### config.mk
export PLATFORM = sky130hd
export DESIGN_NAME = rcbq_ramp
export DESIGN_NICKNAME = d
export VERILOG_FILES = /design/src/rtl/core/ramped_coefficient_biquad_macros.svh /design/src/rtl/core/rcbq_pkg.sv /design/src/rtl/core/rcbq_ramp.sv
export SDC_FILE = /design/constraint.sdc
export NUM_CORES = 1
export LEC_CHECK = 0
export BUFFER_PORTS_ARGS = -buffer_cell sky130_fd_sc_hd__buf_2
export CAP_MARGIN = 20
export CORE_UTILIZATION = 30
export CTS_CLUSTER_SIZE = 12
export DETAILED_ROUTE_END_ITERATION = 7
export PLACE_DENSITY = 0.49
export SLEW_MARGIN = 5
export SYNTH_ARGS = -nofsm -noshare
export SYNTH_HDL_FRONTEND = slang
export SYNTH_SLANG_ARGS = --single-unit
### constraint.sdc
create_clock -name clk -period 4.8 [get_ports clk]
set_clock_uncertainty 0.1 [all_clocks]
set_input_delay 0.72 -clock clk [delete_from_list [all_inputs] [get_ports clk]]
set_output_delay 0.72 -clock clk [all_outputs]
set_load 0.01 [all_outputs]
### src/rtl/core/ramped_coefficient_biquad_macros.svh
// Assertion macros used by the ramped coefficient biquad top level.
`ifndef RAMPED_COEFFICIENT_BIQUAD_MACROS_SVH
`define RAMPED_COEFFICIENT_BIQUAD_MACROS_SVH

// Check a consequence in the same cycle as its cause.
`define RCBQ_ASSERT_SAME(label, ante, cons, msg) \
    label: assert property (@(posedge clk) disable iff (!rst_n) (ante) |-> (cons)) \
        else $error(msg);

// Check a consequence in the cycle after its cause.
`define RCBQ_ASSERT_NEXT(label, ante, cons, msg) \
    label: assert property (@(posedge clk) disable iff (!rst_n) (ante) |=> (cons)) \
        else $error(msg);

`endif

### src/rtl/core/rcbq_pkg.sv
// Package: shared constants, codes and types of the ramped coefficient biquad.
`timescale 1ns / 1ps
package rcbq_pkg;

    // Coefficient slots: a1, a2, b1, b2
    localparam int NUM_COEFS     = 4;
    localparam int COEF_IDX_BITS = 2;
    localparam int COEF_A1       = 0;
    localparam int COEF_A2       = 1;
    localparam int COEF_B1       = 2;
    localparam int COEF_B2       = 3;

    // Ramp shift register width
    localparam int SHIFT_BITS = 4;

    // Configuration register indexes
    localparam int CFG_INDEX_BITS = 3;
    localparam logic [CFG_INDEX_BITS-1:0] REG_TARGET_A1  = 3'd0;
    localparam logic [CFG_INDEX_BITS-1:0] REG_TARGET_A2  = 3'd1;
    localparam logic [CFG_INDEX_BITS-1:0] REG_TARGET_B1  = 3'd2;
    localparam logic [CFG_INDEX_BITS-1:0] REG_TARGET_B2  = 3'd3;
    localparam logic [CFG_INDEX_BITS-1:0] REG_RAMP_SHIFT = 3'd4;
    localparam logic [SHIFT_BITS-1:0]     RAMP_SHIFT_RESET = 4'd8;

    // Operation codes of an input item
    localparam logic OP_FILTER = 1'b0;
    localparam logic OP_UPDATE = 1'b1;

    // Per-cycle commands to the coefficient ramp
    typedef struct packed {
        logic sample_go;   // a sample item leaves the input register
        logic update_go;   // an update item leaves the input register
    } ramp_ctrl_t;

endpackage

### src/rtl/core/rcbq_ramp.sv
// Coefficient ramp: current coefficients, per-sample steps and saturating updates.
`timescale 1ns / 1ps
module rcbq_ramp #(
    parameter int COEF_BITS = 32
) (
    input  logic                              clk,
    input  logic                              rst_n,
    input  rcbq_pkg::ramp_ctrl_t              ctrl,
    input  logic signed [COEF_BITS-1:0]       target [rcbq_pkg::NUM_COEFS],
    input  logic [rcbq_pkg::SHIFT_BITS-1:0]   ramp_shift,
    output logic signed [COEF_BITS-1:0]       coef_stepped [rcbq_pkg::NUM_COEFS]
);
    import rcbq_pkg::*;

    logic signed [COEF_BITS-1:0] coef_now_reg  [NUM_COEFS];
    logic signed [COEF_BITS-1:0] coef_step_reg [NUM_COEFS];
    logic signed [COEF_BITS-1:0] step_next     [NUM_COEFS];
    logic signed [COEF_BITS:0]   stepped_sum   [NUM_COEFS];
    logic signed [COEF_BITS:0]   diff          [NUM_COEFS];
    logic signed [COEF_BITS:0]   diff_shifted  [NUM_COEFS];

    // Step each coefficient, saturating to the coefficient range
    always_comb
    begin
        for (int k = 0; k < NUM_COEFS; k++)
        begin
            stepped_sum[k] = (COEF_BITS+1)'(coef_now_reg[k]) + (COEF_BITS+1)'(coef_step_reg[k]);
            if (stepped_sum[k][COEF_BITS] != stepped_sum[k][COEF_BITS-1])
            begin
                coef_stepped[k] = {stepped_sum[k][COEF_BITS], {(COEF_BITS-1){~stepped_sum[k][COEF_BITS]}}};
            end
            else
            begin
                coef_stepped[k] = stepped_sum[k][COEF_BITS-1:0];
            end
        end
    end

    // Compute new steps: (target - current) >>> shift, saturated
    always_comb
    begin
        for (int k = 0; k < NUM_COEFS; k++)
        begin
            diff[k]         = (COEF_BITS+1)'(target[k]) - (COEF_BITS+1)'(coef_now_reg[k]);
            diff_shifted[k] = diff[k] >>> ramp_shift;
            if (diff_shifted[k][COEF_BITS] != diff_shifted[k][COEF_BITS-1])
            begin
                step_next[k] = {diff_shifted[k][COEF_BITS], {(COEF_BITS-1){~diff_shifted[k][COEF_BITS]}}};
            end
            else
            begin
                step_next[k] = diff_shifted[k][COEF_BITS-1:0];
            end
        end
    end

    // Hold coefficient state; advance on sample, restart ramp on update
    always_ff @(posedge clk or negedge rst_n)
    begin
        if (!rst_n)
        begin
            for (int k = 0; k < NUM_COEFS; k++)
            begin
                coef_now_reg[k]  <= '0;
                coef_step_reg[k] <= '0;
            end
        end
        else
        begin
            for (int k = 0; k < NUM_COEFS; k++)
            begin
                if (ctrl.sample_go)
                begin
                    coef_now_reg[k] <= coef_stepped[k];
                end
                if (ctrl.update_go)
                begin
                    coef_step_reg[k] <= step_next[k];
                end
            end
        end
    end

endmodule

## Yosys cells after proc, flatten, opt, wreduce, memory -nomap -nowiden

Cells that the tools add are included.

| cells by class | value |
|---|---|
| $add $sub $neg | 8 |
| eq/ne operators | 8 |
| shifts and indexed selects | 4 |
| multiplexer cells | 8 |
| bitwise operators | 8 |

Operator list:

| cell | count |
|---|---|
| 32-bit two-way mux | 8 |
| 32-bit by 32-bit adder with 33-bit output | 4 |
| 33-bit by 4-bit >>> shifter with 33-bit output | 4 |
| 32-bit by 32-bit subtractor with 33-bit output | 4 |
| 1-bit inequality test | 8 |
| 1-bit inverter | 8 |

| storage, ports and cells | value |
|---|---|
| bits in registers | 256 |
| input bits | 136 |
| output and inout bits | 128 |

## Longest topological paths before layout

| depth | value |
|---|---|
| depth in word-level cells | 4 |
| mapped depth | 16 |

## Worst setup path after synthesis

No wires, ideal clock.

| path | value |
|---|---|
| kind | register to output |
| from | reg coef_now_reg[0] in the netlist's numbering |
| to | out coef_stepped[12] in the netlist's numbering |
| arrival | 3571 ps |
| setup slack | 409 ps |
| cell stages (with the launch flop) | 16 |
| cells stage by stage | dfrtp_1 -> ha_1 -> fa_1 -> a211oi_1 -> o211ai_1 -> a21oi_1 -> a21oi_1 -> a41oi_1 -> or3_1 -> a31oi_1 -> a221o_1 -> buf_2 -> nand2_1 -> buf_2 -> buf_1 -> nand2_1 |

RTL lines:

| item | line | RTL |
|---|---|---|
| start: declaration | rcbq_ramp.sv:15 | `logic signed [COEF_BITS-1:0] coef_now_reg [NUM_COEFS];` |
| start signal: indexed assignment | rcbq_ramp.sv:74 | `coef_now_reg[k] <= coef_stepped[k];` |
| end: declaration | rcbq_ramp.sv:11 | `output logic signed [COEF_BITS-1:0] coef_stepped [rcbq_pkg::NUM_COEFS]` |

==> run_results.csv <==
group,metric,value,unit
worst_setup_path,crit_fanout,8,
synth,synthCells,3997,
route,routed_wirelength,125000,µm
sta,hold_viol,0,
sta,report.final.slew_viol_count,0,
route,first_pass_iters,5,
hold_path,hold_path_class,"reg -> reg",
sta,setup_viol,52,
finish,areaGrowthSynthToFinish,23.3,%
die,die-height,324,µm
hold_path,hold_path_depth,1,
outcome,violations,"setup timing",
synth,synth_seq_area_share,20.6,%
global_routing,grt.overflow.total,0,
clocking,htreeDepth,2,
clocking,cts_buffer_depth,3,
worst_setup_path,crit_chain,"ha_4 > fa_2 > a21o_1 > a221oi_2 > a21oi_2 > o211ai_1 > a31oi_1 > buf_4 > a31o_4 > nand3_4 > a21boi_4 > buf_4 > a2bb2oi_4 > maj3_2 > buf_6",
synth,synth_nets,4397,
sta,finalCritPeriodShare,102,%
sta,rsz0062_at_grt,"yes",
finish,drive_gt1_share,21.7,%
synth,async_reset_ff_share,100,%
clocking,clk_pin_slew,0.06,ns
finish,final_nets,4722,
synth,synth_edf_count,0,
clocking,cts_buffers,41,
worst_setup_path,required,3.98,ns
sta,tightest_slew,0.999,ns
synth,ys_warn_count,0,
placement,dp_hpwl,93900,µm
route,drcViolationCount,0,
synth,synth.top_cells.by_area,"dfrtp_1 (21%), ha_1 (10%), a21oi_1 (6.3%)",
sta,post-route-min-period,4.91,ns
worst_setup_path,crit_type,"reg -> out",
clocking,clockRootBuffer,"clkbuf_16",
synth,synth_top_area_cell,"dfrtp_1",
global_routing,grt_pass1_vias,31100,
die,dieArea,105000,µm²
global_routing,grt_pass1_wl,190000,µm
global_routing,grt_util_all_layers,23.2,%
placement,pre_cts_ws,-0.00125,ns
route,drt_iter0_markers,2095,
route,num_vias,32100,
global_routing,antenna_found_initial,4,
worst_setup_path,max_stage_delay,0.42,ns
synth,synth_area,31000,µm²
worst_setup_path,worst_r2r_endpoint,"coef_step_reg[77]",
synth,syn-mean-instance-area,7.77,µm²
die,rows,117,
sta,maxSlewHeadroom,33.4,%
worst_setup_path,slowest_stage,"dfrtp_1",
die,initial_core_util,30.4,%
outcome,outcome,"finished with violations",
synth,yosysUniqueCellTypes,95,
synth,ys.flop_type,"dfrtp_1",
worst_setup_path,path_common_cell,"buf_4",
global_routing,grt_max_degree,89,
worst_setup_path,crit_family,"compound AO/OA/AOI/OAI gates",
worst_setup_path,cp.arrival,4.09,ns
sta,setup_ws,-0.106,ns
clocking,clk_latency,0.61,ns
worst_setup_path,path_buf_inv,3,
worst_setup_path,r2r_start,"coef_now_reg[64]",
worst_setup_path,cp-start-kind,"flop",
run,max-cap-violations,0,
clocking,cts_tree,"done",
hold_path,worstHoldStart,"coef_step_reg[28]",
placement,routabilityCongestion,0.884,
synth,ys_ff_latch,256,
worst_setup_path,rrSetupSlack,0.30,ns
placement,port_buffers,263,
synth,synth_top_area_share,20.6,%
route,wl_per_cell,21.9,µm
route,postRouteAntennaNets,0,
die,dieWidth,324,µm
route,viasPerCell,5.61,
hold_path,min_to,"coef_step_reg[28]",
die,core_area,102000,µm²
worst_setup_path,worstSetupEndpointType,"primary output",
sta,fmax,204,MHz
worst_setup_path,reg2regPathDepth,14,
clocking,cts_sinks,256,
die,io_pins,264,
what timing repair did:
action	in CTS	in global routing
setup endpoints to repair	128	126
cloned	9	4
gates resized for setup	234	108
hold endpoints to repair	1	0
pin swaps	105	81
hold buffers	1	0
setup buffers	38	31
final cells by class:
type	count	area, µm²
antenna	1	2.50
clock buffer	64	1240
clock inverter	12	166
fill	10800	63900
inverter	215	815
multi-input combinational	3308	24200
sequential	256	6410
tap	1368	1710
timing repair buffer	500	3740
per-layer routing:
layer	vias up	track usage, %	part of all wire (%)
met5	-	0	0.026
met1	15600	31.4	46
li1	15500	-	-
met3	166	2.14	4.2
met4	4	6.77	2.7
met2	829	39.0	47
stage by stage:
stage | setup TNS (ns) | std cells | cell area [µm²] | util (%) | hold WS (ns)
CTS | -5.85 | 5688 | 37500 | 36.7 | 0.385
global placement | -0.000227 | 5564 | 34600 | 33.9 | 0.368
detailed placement | -0.00125 | 5565 | 34600 | 33.9 | 0.373
global route | -13.07 | 5724 | 38300 | 37.5 | 0.409
finish | -1.68 | 5724 | 38300 | 37.5 | 0.382
floorplan | 0 | 3997 | 31000 | - | 0.324
cell families after synthesis:
kind of cell | count (synthesis) | synth area share (%)
xor+xnor | 215 | 6.09
fa+ha+maj | 319 | 12.6
buf+inv | 439 | 5.36
simple gates | 1126 | 16.5
compound gates | 1413 | 30.2
mux | 229 | 8.57
flops | 256 | 20.6
worst max path at each step:
stage | start | to | slack (ns) | depth (start not counted)
3_5_place_dp | target[64] | coef_step_reg[65] | -0.001 | 16
6_report | coef_step_reg[64] | coef_stepped[70] | -0.11 | 15
3_3_place_gp | target[64] | coef_step_reg[65] | -0.0002 | 16
2_1_floorplan | coef_now_reg[0] | coef_stepped[12] | 0.41 | 15
4_1_cts | coef_step_reg[96] | coef_stepped[121] | -0.14 | 13
5_1_grt | coef_now_reg[97] | coef_stepped[126] | -0.22 | 14
cells in the mapped netlist, types with 78 or more instances:
| cell type | n |
|---|---|
| nor2_1 | 414 |
| a21oi_1 | 388 |
| nand2_1 | 331 |
| dfrtp_1 | 256 |
| ha_1 | 256 |
| o21ai_0 | 235 |
| inv_1 | 210 |
| clkbuf_1 | 191 |
| xnor2_1 | 136 |
| a21o_1 | 125 |
| mux2i_1 | 114 |
| mux2_2 | 95 |
| xor2_1 | 78 |
placed cells by master, fill, tap and decap left out, types with 114 or more instances in the layout:
cell     synthesis  layout
a21o_1         125     125
a21oi_1        388     362
buf_2           12     212
buf_4            0     197
dfrtp_1        256     250
ha_1           256     228
inv_1          210     209
mux2i_1        114     114
nand2_1        331     319
nor2_1         414     393
o21ai_0        235     223
xnor2_1        136     136
worst reg2reg max path: cells and delay by family, from the launching register on:
family,cells,cell delay [ns]
and+or+nand+nor,3,0.90
muxes,1,0.58
AOI/OAI and AO/OA,5,1.28
buffers and inverters,2,0.20
DFF,1,0.40
adders and majority gates,2,0.59
xor gates and xnor gates,1,0.29
Power is left out: the tool's default activity adds up to more than one toggle a clock period on the data nets, which glitch-free logic cannot reach.
